$ cat config.mk
export PLATFORM = sky130hd
export DESIGN_NAME = unordered_array_table
export DESIGN_NICKNAME = d
export VERILOG_FILES = /design/src/hdl/uat_pkg.sv /design/src/hdl/unordered_array_table.sv /design/src/hdl/uat_ctrl.sv /design/src/hdl/uat_datapath.sv
export SDC_FILE = /design/constraint.sdc
export NUM_CORES = 1
export LEC_CHECK = 0
export BUFFER_PORTS_ARGS = -buffer_cell sky130_fd_sc_hd__buf_2
export CAP_MARGIN = 40
export CORE_MARGIN = 8
export CORE_UTILIZATION = 50
export DETAILED_ROUTE_END_ITERATION = 6
export GPL_ROUTABILITY_DRIVEN = 0
export PLACE_DENSITY = 0.63
export SYNTH_ARGS = -nofsm -noshare
export SYNTH_HDL_FRONTEND = slang
export SYNTH_HIERARCHICAL = 1
export SYNTH_SLANG_ARGS = --single-unit
$ cat constraint.sdc
create_clock -name clock -period 12 [get_ports clock]
set_input_delay 1.2 -clock clock [delete_from_list [all_inputs] [get_ports clock]]
set_output_delay 1.2 -clock clock [all_outputs]
set_load 0.02 [all_outputs]
$ cat src/hdl/uat_pkg.sv
// Shared types and codes for the unordered array table.
`default_nettype none

package uat_pkg;

   localparam logic [1:0] OP_SEARCH = 2'd0;
   localparam logic [1:0] OP_INSERT = 2'd1;
   localparam logic [1:0] OP_DELETE = 2'd2;

   localparam logic [1:0] RSP_OK        = 2'd0;
   localparam logic [1:0] RSP_NOT_FOUND = 2'd1;
   localparam logic [1:0] RSP_FULL      = 2'd2;

   typedef struct packed {
      logic [1:0]         req_type;
      logic signed [31:0] value;
   } req_payload_type;

   typedef struct packed {
      logic [1:0] status;
      logic [4:0] position;
      logic [5:0] fill_count;
   } rsp_payload_type;

   typedef enum logic [2:0] {
      CTL_IDLE,
      CTL_DECODE,
      CTL_SCAN_RD,
      CTL_SCAN_CMP,
      CTL_SHIFT_RD,
      CTL_SHIFT_WR,
      CTL_REPLY
   } ctl_state_type;

   typedef struct packed {
      logic       load_req;
      logic       idx_clr;
      logic       idx_inc;
      logic       rd_en;
      logic       rd_next;
      logic       wr_insert;
      logic       wr_shift;
      logic       inc_count;
      logic       dec_count;
      logic       set_result;
      logic [1:0] res_status;
      logic       pos_from_count;
      logic       rsp_load;
   } uat_cmd_type;

   typedef struct packed {
      logic [1:0] op;
      logic       full;
      logic       at_end;
      logic       last;
      logic       match;
      logic       rsp_free;
   } uat_stat_type;

endpackage

`default_nettype wire

$ cat src/hdl/unordered_array_table.sv
// Unordered array table: one transaction at a time through a single-port table memory.
// Insert or an unused selector goes from decode straight to reply; search compares
// each entry until a hit or the end of the filled entries; delete scans likewise and
// on a hit shifts later entries down one place. One transaction is in flight; the next
// is taken while the result waits; a held result stalls the block in its reply state.
// Reset: synchronous, empties the table (count zero); entries are not cleared.
`default_nettype none

module unordered_array_table
   import uat_pkg::*;
#(
   parameter int DEPTH = 32
)(
   input  wire logic            clock,
   input  wire logic            reset,
   input  wire logic            req_valid,
   output logic                 req_ready,
   input  wire req_payload_type req_payload,
   output logic                 rsp_valid,
   input  wire logic            rsp_ready,
   output rsp_payload_type      rsp_payload
);

   uat_cmd_type  cmd;
   uat_stat_type stat;

   uat_ctrl u_ctrl (
      .clock     (clock),
      .reset     (reset),
      .req_valid (req_valid),
      .req_ready (req_ready),
      .stat      (stat),
      .cmd       (cmd)
   );

   uat_datapath #(
      .DEPTH (DEPTH)
   ) u_datapath (
      .clock       (clock),
      .reset       (reset),
      .req_payload (req_payload),
      .rsp_ready   (rsp_ready),
      .rsp_valid   (rsp_valid),
      .rsp_payload (rsp_payload),
      .cmd         (cmd),
      .stat        (stat)
   );

endmodule

`default_nettype wire

$ cat src/hdl/uat_ctrl.sv
// Sequencer for search, insert and delete over the table memory.
`default_nettype none

module uat_ctrl
   import uat_pkg::*;
(
   input  wire logic         clock,
   input  wire logic         reset,
   input  wire logic         req_valid,
   output logic              req_ready,
   input  wire uat_stat_type stat,
   output uat_cmd_type       cmd
);

   ctl_state_type state_ff, state_in;

   always_ff @(posedge clock) begin
      if (reset) begin
         state_ff <= CTL_IDLE;
      end else begin
         state_ff <= state_in;
      end
   end

   always_comb begin
      state_in = state_ff;
      unique case (state_ff)
         CTL_IDLE: begin
            if (req_valid) state_in = CTL_DECODE;
         end
         CTL_DECODE: begin
            if (stat.op == OP_SEARCH || stat.op == OP_DELETE) state_in = CTL_SCAN_RD;
            else state_in = CTL_REPLY;
         end
         CTL_SCAN_RD: begin
            if (stat.at_end) state_in = CTL_REPLY;
            else state_in = CTL_SCAN_CMP;
         end
         CTL_SCAN_CMP: begin
            if (!stat.match) state_in = CTL_SCAN_RD;
            else if (stat.op == OP_DELETE) state_in = CTL_SHIFT_RD;
            else state_in = CTL_REPLY;
         end
         CTL_SHIFT_RD: begin
            if (stat.last) state_in = CTL_REPLY;
            else state_in = CTL_SHIFT_WR;
         end
         CTL_SHIFT_WR: begin
            state_in = CTL_SHIFT_RD;
         end
         CTL_REPLY: begin
            if (stat.rsp_free) state_in = CTL_IDLE;
         end
         default: state_in = CTL_IDLE;
      endcase
   end

   always_comb begin
      cmd       = '0;
      req_ready = 1'b0;
      unique case (state_ff)
         CTL_IDLE: begin
            req_ready    = 1'b1;
            cmd.load_req = req_valid;
         end
         CTL_DECODE: begin
            cmd.idx_clr = 1'b1;
            if (stat.op == OP_INSERT) begin
               cmd.set_result = 1'b1;
               if (stat.full) begin
                  cmd.res_status = RSP_FULL;
               end else begin
                  cmd.res_status     = RSP_OK;
                  cmd.pos_from_count = 1'b1;
                  cmd.wr_insert      = 1'b1;
                  cmd.inc_count      = 1'b1;
               end
            end else if (stat.op != OP_SEARCH && stat.op != OP_DELETE) begin
               cmd.set_result = 1'b1;
               cmd.res_status = RSP_NOT_FOUND;
            end
         end
         CTL_SCAN_RD: begin
            if (stat.at_end) begin
               cmd.set_result = 1'b1;
               cmd.res_status = RSP_NOT_FOUND;
            end else begin
               cmd.rd_en = 1'b1;
            end
         end
         CTL_SCAN_CMP: begin
            if (stat.match) begin
               cmd.set_result = 1'b1;
               cmd.res_status = RSP_OK;
            end else begin
               cmd.idx_inc = 1'b1;
            end
         end
         CTL_SHIFT_RD: begin
            if (stat.last) begin
               cmd.dec_count = 1'b1;
            end else begin
               cmd.rd_en   = 1'b1;
               cmd.rd_next = 1'b1;
            end
         end
         CTL_SHIFT_WR: begin
            cmd.wr_shift = 1'b1;
            cmd.idx_inc  = 1'b1;
         end
         CTL_REPLY: begin
            cmd.rsp_load = stat.rsp_free;
         end
         default: ;
      endcase
   end

endmodule

`default_nettype wire

$ cat src/hdl/uat_datapath.sv
// Table memory, fill count, scan index and response register.
`default_nettype none

module uat_datapath
   import uat_pkg::*;
#(
   parameter int DEPTH = 32
)(
   input  wire logic            clock,
   input  wire logic            reset,
   input  wire req_payload_type req_payload,
   input  wire logic            rsp_ready,
   output logic                 rsp_valid,
   output rsp_payload_type      rsp_payload,
   input  wire uat_cmd_type     cmd,
   output uat_stat_type         stat
);

   localparam int IW = $clog2(DEPTH);
   localparam int CW = $clog2(DEPTH + 1);
   localparam int PW = (CW > 5) ? CW : 5;
   localparam int FW = (CW > 6) ? CW : 6;

   logic [31:0]     mem [DEPTH];
   logic [31:0]     rdata_ff;
   req_payload_type req_ff;
   logic [CW-1:0]   idx_ff, idx_in;
   logic [CW-1:0]   count_ff, count_in;
   logic [1:0]      res_status_ff;
   logic [CW-1:0]   res_pos_ff;
   rsp_payload_type rsp_ff;
   logic            rsp_valid_ff, rsp_valid_in;

   logic [IW-1:0]   rd_addr;
   logic [IW-1:0]   wr_addr;
   logic [31:0]     wr_data;
   logic            wr_en;
   logic [CW:0]     idx_next;
   logic [PW-1:0]   pos_ext;
   logic [FW-1:0]   count_ext;

   assign idx_next = {1'b0, idx_ff} + (CW + 1)'(1);
   assign rd_addr  = cmd.rd_next ? idx_next[IW-1:0] : idx_ff[IW-1:0];
   assign wr_en    = cmd.wr_insert | cmd.wr_shift;
   assign wr_addr  = cmd.wr_insert ? count_ff[IW-1:0] : idx_ff[IW-1:0];
   assign wr_data  = cmd.wr_insert ? req_ff.value : rdata_ff;

   always_ff @(posedge clock) begin
      if (wr_en) mem[wr_addr] <= wr_data;
   end

   always_ff @(posedge clock) begin
      if (cmd.rd_en) rdata_ff <= mem[rd_addr];
   end

   always_ff @(posedge clock) begin
      if (cmd.load_req) req_ff <= req_payload;
   end

   always_comb begin
      idx_in = idx_ff;
      if (cmd.idx_clr) idx_in = '0;
      else if (cmd.idx_inc) idx_in = idx_next[CW-1:0];
   end

   always_comb begin
      count_in = count_ff;
      if (cmd.inc_count) count_in = count_ff + CW'(1);
      else if (cmd.dec_count) count_in = count_ff - CW'(1);
   end

   always_ff @(posedge clock) begin
      if (reset) begin
         count_ff <= '0;
      end else begin
         count_ff <= count_in;
      end
   end

   always_ff @(posedge clock) begin
      idx_ff <= idx_in;
   end

   always_ff @(posedge clock) begin
      if (cmd.set_result) begin
         res_status_ff <= cmd.res_status;
         if (cmd.res_status != RSP_OK) res_pos_ff <= '0;
         else if (cmd.pos_from_count) res_pos_ff <= count_ff;
         else res_pos_ff <= idx_ff;
      end
   end

   assign pos_ext   = PW'(res_pos_ff);
   assign count_ext = FW'(count_ff);

   always_ff @(posedge clock) begin
      if (cmd.rsp_load) begin
         rsp_ff.status     <= res_status_ff;
         rsp_ff.position   <= pos_ext[4:0];
         rsp_ff.fill_count <= count_ext[5:0];
      end
   end

   always_comb begin
      rsp_valid_in = rsp_valid_ff;
      if (cmd.rsp_load) rsp_valid_in = 1'b1;
      else if (rsp_ready) rsp_valid_in = 1'b0;
   end

   always_ff @(posedge clock) begin
      if (reset) begin
         rsp_valid_ff <= 1'b0;
      end else begin
         rsp_valid_ff <= rsp_valid_in;
      end
   end

   assign rsp_valid   = rsp_valid_ff;
   assign rsp_payload = rsp_ff;

   assign stat.op       = req_ff.req_type;
   assign stat.full     = (count_ff >= CW'(DEPTH));
   assign stat.at_end   = (idx_ff >= count_ff);
   assign stat.last     = (idx_next >= {1'b0, count_ff});
   assign stat.match    = (rdata_ff == req_ff.value);
   assign stat.rsp_free = ~rsp_valid_ff | rsp_ready;

endmodule

`default_nettype wire

## After elaboration in Yosys (flattened, before gate mapping)

Memories as Yosys holds them, arrays and structs flattened. A register that Yosys moved wholly into a read port is not among the register bits.
Index checks and enable logic that the tools add are counted.

| storage, ports and cells | value |
|---|---|
| register bits | 70 |
| bits in latches | 0 |
| RAM bits | 1024 |
| ROM bits | 0 |
| bits of input ports | 38 |
| output and inout port bits | 15 |
| memories kept | 1 |

| operators by class | value |
|---|---|
| add/subtract/negate cells | 3 |
| multiply operators | 0 |
| divide/modulo/power cells | 0 |
| order comparisons | 3 |
| equality and inequality tests | 12 |
| shifts and indexed selects | 0 |
| muxes and demuxes | 40 |
| bitwise gates (word level) | 3 |
| reductions and logical operators | 9 |

Memories:

| memory | words | width | rd ports | clocked after memory_dff | wr ports | line | text |
|---|---|---|---|---|---|---|---|
| u_datapath.mem | 32 | 32 | 1 | 1 | 1 | uat_datapath.sv:24 | `logic [31:0] mem [DEPTH];` |

Operator list:

| cell | number |
|---|---|
| 32-bit == test | 1 |
| 32-bit two-way mux | 1 |
| 3-bit two-way mux | 9 |
| 3-bit case mux with 7 select lines | 1 |
| 1-bit two-way mux | 17 |
| 5-bit two-way mux | 3 |
| 6-bit two-way mux | 2 |
| 3-bit == test (second input constant) | 3 |
| 3-bit case mux with 3 select lines | 1 |
| 2-bit two-way mux | 4 |
| 2-bit nonzero test | 4 |
| 6-bit by 1-bit adder with 7-bit output (second input constant) | 1 |
| 7-bit by 6-bit greater-or-equal comparator with 1-bit output | 1 |
| 6-bit by 1-bit adder with 6-bit output (second input constant) | 1 |
| 3-bit by 2-bit == test with 1-bit output (second input constant) | 2 |
| 6-bit greater-or-equal comparator | 1 |
| 6-bit greater-or-equal comparator (second input constant) | 1 |
| 6-bit by 1-bit subtractor with 6-bit output (second input constant) | 1 |
| 2-bit != test (second input constant) | 2 |
| 1-bit case mux with 2 select lines | 2 |
| 3-bit by 1-bit == test with 1-bit output (second input constant) | 1 |
| 3-bit zero test | 1 |
| 2-bit by 1-bit == test with 1-bit output (second input constant) | 1 |
| 2-bit == test (second input constant) | 1 |
| 7 further kinds | 8 |

## Longest topological paths before layout

| depth | value |
|---|---|
| depth in word-level cells | 7 |
| mapped depth | 22 |
| depth with buffers taken out | 16 |

## By module

Netlist, hierarchy kept.

By module, submodules not included:

| module | times used | cells each | area an instance (um^2) | sequential area each (um^2) |
|---|---|---|---|---|
| uat_datapath | 1 | 3591 | 54583.6 | 33592.2 |
| uat_ctrl | 1 | 47 | 356.6 | 60.1 |

## Worst setup path after synthesis

OpenSTA, ideal clock, no wires.

| path | value |
|---|---|
| kind | register to register |
| from | register u_datapath.idx_ff[0] |
| to | register u_datapath.rdata_ff[0], read port of u_datapath.mem, enable pin |
| setup time | 0.432 ns |
| arrival | 3.772 ns |
| data required time | 11.568 ns |
| slack | 7.797 ns |
| cell stages (with the launch flop) | 14 |
| clock period less this slack | 4.203 ns |
| path through | dfxtp_1 -> inv_1 -> buf_2 -> buf_1 -> ha_1 -> nand2_1 -> a21o_1 -> a21oi_1 -> nor2b_1 -> o21ai_0 -> a21oi_1 -> nand2b_1 -> or2_2 -> a21oi_1 |

RTL lines:

| what | line | text |
|---|---|---|
| start: declaration | uat_datapath.sv:27 | `logic [CW-1:0] idx_ff, idx_in;` |
| start signal: assignment | uat_datapath.sv:81 | `idx_ff <= idx_in;` |
| end: declaration | uat_datapath.sv:25 | `logic [31:0] rdata_ff;` |

==> results.json <==
{
  "outcome": "complete, no violations",
  "ios": 53,
  "peakVddDrop_mv": 0.318,
  "ys_top_cells_by_area": "edfxtp_1, mux2i_1, mux2_2, mux4_2, o211ai_1",
  "die_w_um": 347,
  "required_ns": 12.44,
  "ys_seq_elements": 1126,
  "fin_tns_setup_ns": 0,
  "synth.most_common_cell": "edfxtp_1",
  "routed-via-count": 33416,
  "hold_viol": 0,
  "wl_per_cell_um": 29.8,
  "syn_area_per_cell_um2": 15.1,
  "hp-class": "register to register",
  "grt_overflow": 0,
  "drtIter0Drc": 3363,
  "first_pass_iters": 5,
  "syn_area_um2": 54900,
  "area_delta_synth_final_pct": 10.6,
  "worstSetupStartpointType": "register",
  "grt_use_total_pct": 24.8,
  "crit_path_max_fanout": 169,
  "root_buffer": "clkbuf_16",
  "fillCellCount": 8480,
  "maxSlewHeadroom_pct": 24.5,
  "num_rows": 121,
  "cts_tree": "yes",
  "cap_viol_max_count": 0,
  "rsz0062_at_grt": "no",
  "synth_common_cells": "edfxtp_1, mux2i_1, mux2_2",
  "drive_gt1_share_pct": 20.5,
  "synth_top_area_share_pct": 60.7,
  "clock-sinks": 1126,
  "cts_setup_buffers": 0,
  "worstSetupEndpointType": "register",
  "clock_latency_ns": 0.72,
  "grt_pass1_vias": 34163,
  "cp.arrival_ns": 7.34,
  "tightest_slew_ns": 1.13,
  "ctsHoldBuffers": 0,
  "clock_skew_ns": 0.0364,
  "drc": 0,
  "grt_pass1_wl_um": 224000,
  "timing.fmax_mhz": 145,
  "yosysTopAreaCell": "edfxtp_1",
  "routed_wl_um": 153000,
  "dp_hpwl_um": 86600,
  "die_height_um": 347,
  "start_util_pct": 50.4,
  "synth-edff-count": 1110,
  "port_buffers": 52,
  "setup_viol": 0,
  "p_leak_uw": 0.0180,
  "finalMaxSlewViolations": 0,
  "synth_cell_types": 60,
  "finalPower_uw": 14300,
  "ant_nets": 0,
  "die_area_um2": 121000,
  "ctsResizeCount": 0,
  "vias_per_cell": 6.50,
  "yosysWarnings": 6,
  "antenna_found_initial": 2,
  "ys_seq_area_share_pct": 61.3,
  "finalCriticalPeriod_ns": 6.90,
  "fin_util_pct": 55.7,
  "powerDensity_nw_per_um2": 235,
  "core_um2": 109000,
  "fin_crit_sh_pct": 57.5,
  "syn_nets": 3694,
  "grt_max_degree": 170,
  "crit_type": "register to register",
  "clk_pin_slew_worst_paths_ns": 0.06,
  "clockBufferDepth": 3,
  "nets": 3686,
  "diodes": 0,
  "async_flop_share_pct": 0,
  "htree_levels": 3,
  "synth_ff_type": "edfxtp_1",
  "synth_cells": 3638,
  "cts_buffers": 119
}
cell families after synthesis:
logic type                 Yosys count  synth area share (%)
muxes                             1160                  24.0
AOI/OAI and AO/OA                  498                  6.65
buffers and inverters              291                  2.85
and+or+nand+nor                    497                  4.03
xor gates and xnor gates            48                 0.765
adders and majority gates           18                 0.424
DFF                               1126                  61.3
state kept, by name, summed over array words and instances (netlist names):
register and flops:
u_datapath/mem 1024, u_datapath/rdata_ff 32, u_datapath/req_ff 32, u_datapath/rsp_payload 13, u_datapath/count_ext 6, u_datapath/idx_ff 6, u_datapath/pos_ext 5, u_ctrl/state_ff 3
u_datapath/res_status_ff 2, u_datapath/stat 2, u_datapath/rsp_valid 1
worst max-delay path, stage by stage (launching register included):
cell and delay (ns):
dfxtp_1 0.96, ha_4 0.73, ha_1 0.37, a21o_1 0.16, a21oi_1 0.16, nor2b_1 0.06, o21ai_0 0.16, a21oi_1 0.12
nand2b_1 0.20, nor3_2 0.20, buf_12 0.75, buf_4 0.76, buf_4 0.82, mux4_2 0.36, nor2_1 0.04, a311oi_1 0.45
a21oi_1 0.13
layout by cell type (no fill, tap or decap), types with 9 or more instances in the layout:
cell type and count:
edfxtp_1 1110, mux2i_1 771, mux2_2 291, nand2_1 273
o211ai_1 257, clkbuf_16 121, mux4_2 98, nand4_1 68
buf_4 68, a22oi_1 62, nor2_1 55, buf_2 54
a21oi_1 47, xor2_1 39, clkinv_1 34, nor2_4 34
o22a_1 32, o22ai_1 32, a311oi_1 31, clkbuf_1 24
clkinv_2 17, ha_1 16, dfxtp_1 15, buf_16 15
inv_1 11, nor3_1 10, nand3_1 9
worst paths after layout:
kind                              start                   endpoint  slack [ns]  cells past startpoint
setup / recovery   u_datapath/idx_ff[0]    u_datapath/rdata_ff[25]        5.10                     16
hold / removal    u_datapath/pos_ext[3]  u_datapath/rsp_payload[9]        0.42                      0
setup reg to reg   u_datapath/idx_ff[0]    u_datapath/rdata_ff[25]        5.10                     16
hold reg to reg   u_datapath/pos_ext[3]  u_datapath/rsp_payload[9]        0.42                      0
layer usage:
layer  part of all wire, %  GRT usage [%]  vias to the layer above  wire length [um]
li1                      -              -                    14505                 -
met1                    42           33.9                    17196             64000
met2                    46           39.4                     1380             70900
met3                   7.9           4.40                      335             12200
met4                   4.1           10.1                        0              6250
met5                     0              0                        -                 0
power by group:
part           leakage [uW]  internal (uW)  total (uW)  switching [uW]
logic               0.00606           2350        5610            3250
registers            0.0101           4970        5160             192
clock network       0.00181           2030        3540            1510
total                0.0180           9350       14300            4960
final cells by class:
type	instances	area, um^2	area share, %
sequential	1126	33700	55.4
clock buffer	148	3160	5.20
multi-input combinational	2221	20100	33.2
timing repair buffer	149	1410	2.31
clock inverter	72	569	0.937
tap	1414	1770	2.91
inverter	13	51.3	0.0844
stage by stage:
step / setup WS, ns / hold WS, ns / instances / area (um^2)
final: 5.10 / 0.418 / 5143 / 60800
after global routing: 4.65 / 0.422 / 5143 / 60800
after CTS: 5.15 / 0.419 / 5142 / 60700
after detailed placement: 5.19 / 0.405 / 4922 / 57000
after global placement: 5.22 / 0.402 / 4897 / 56500
after floorplan: 7.80 / 0.400 / 3638 / 54900
(Power assumes the default switching activity.)
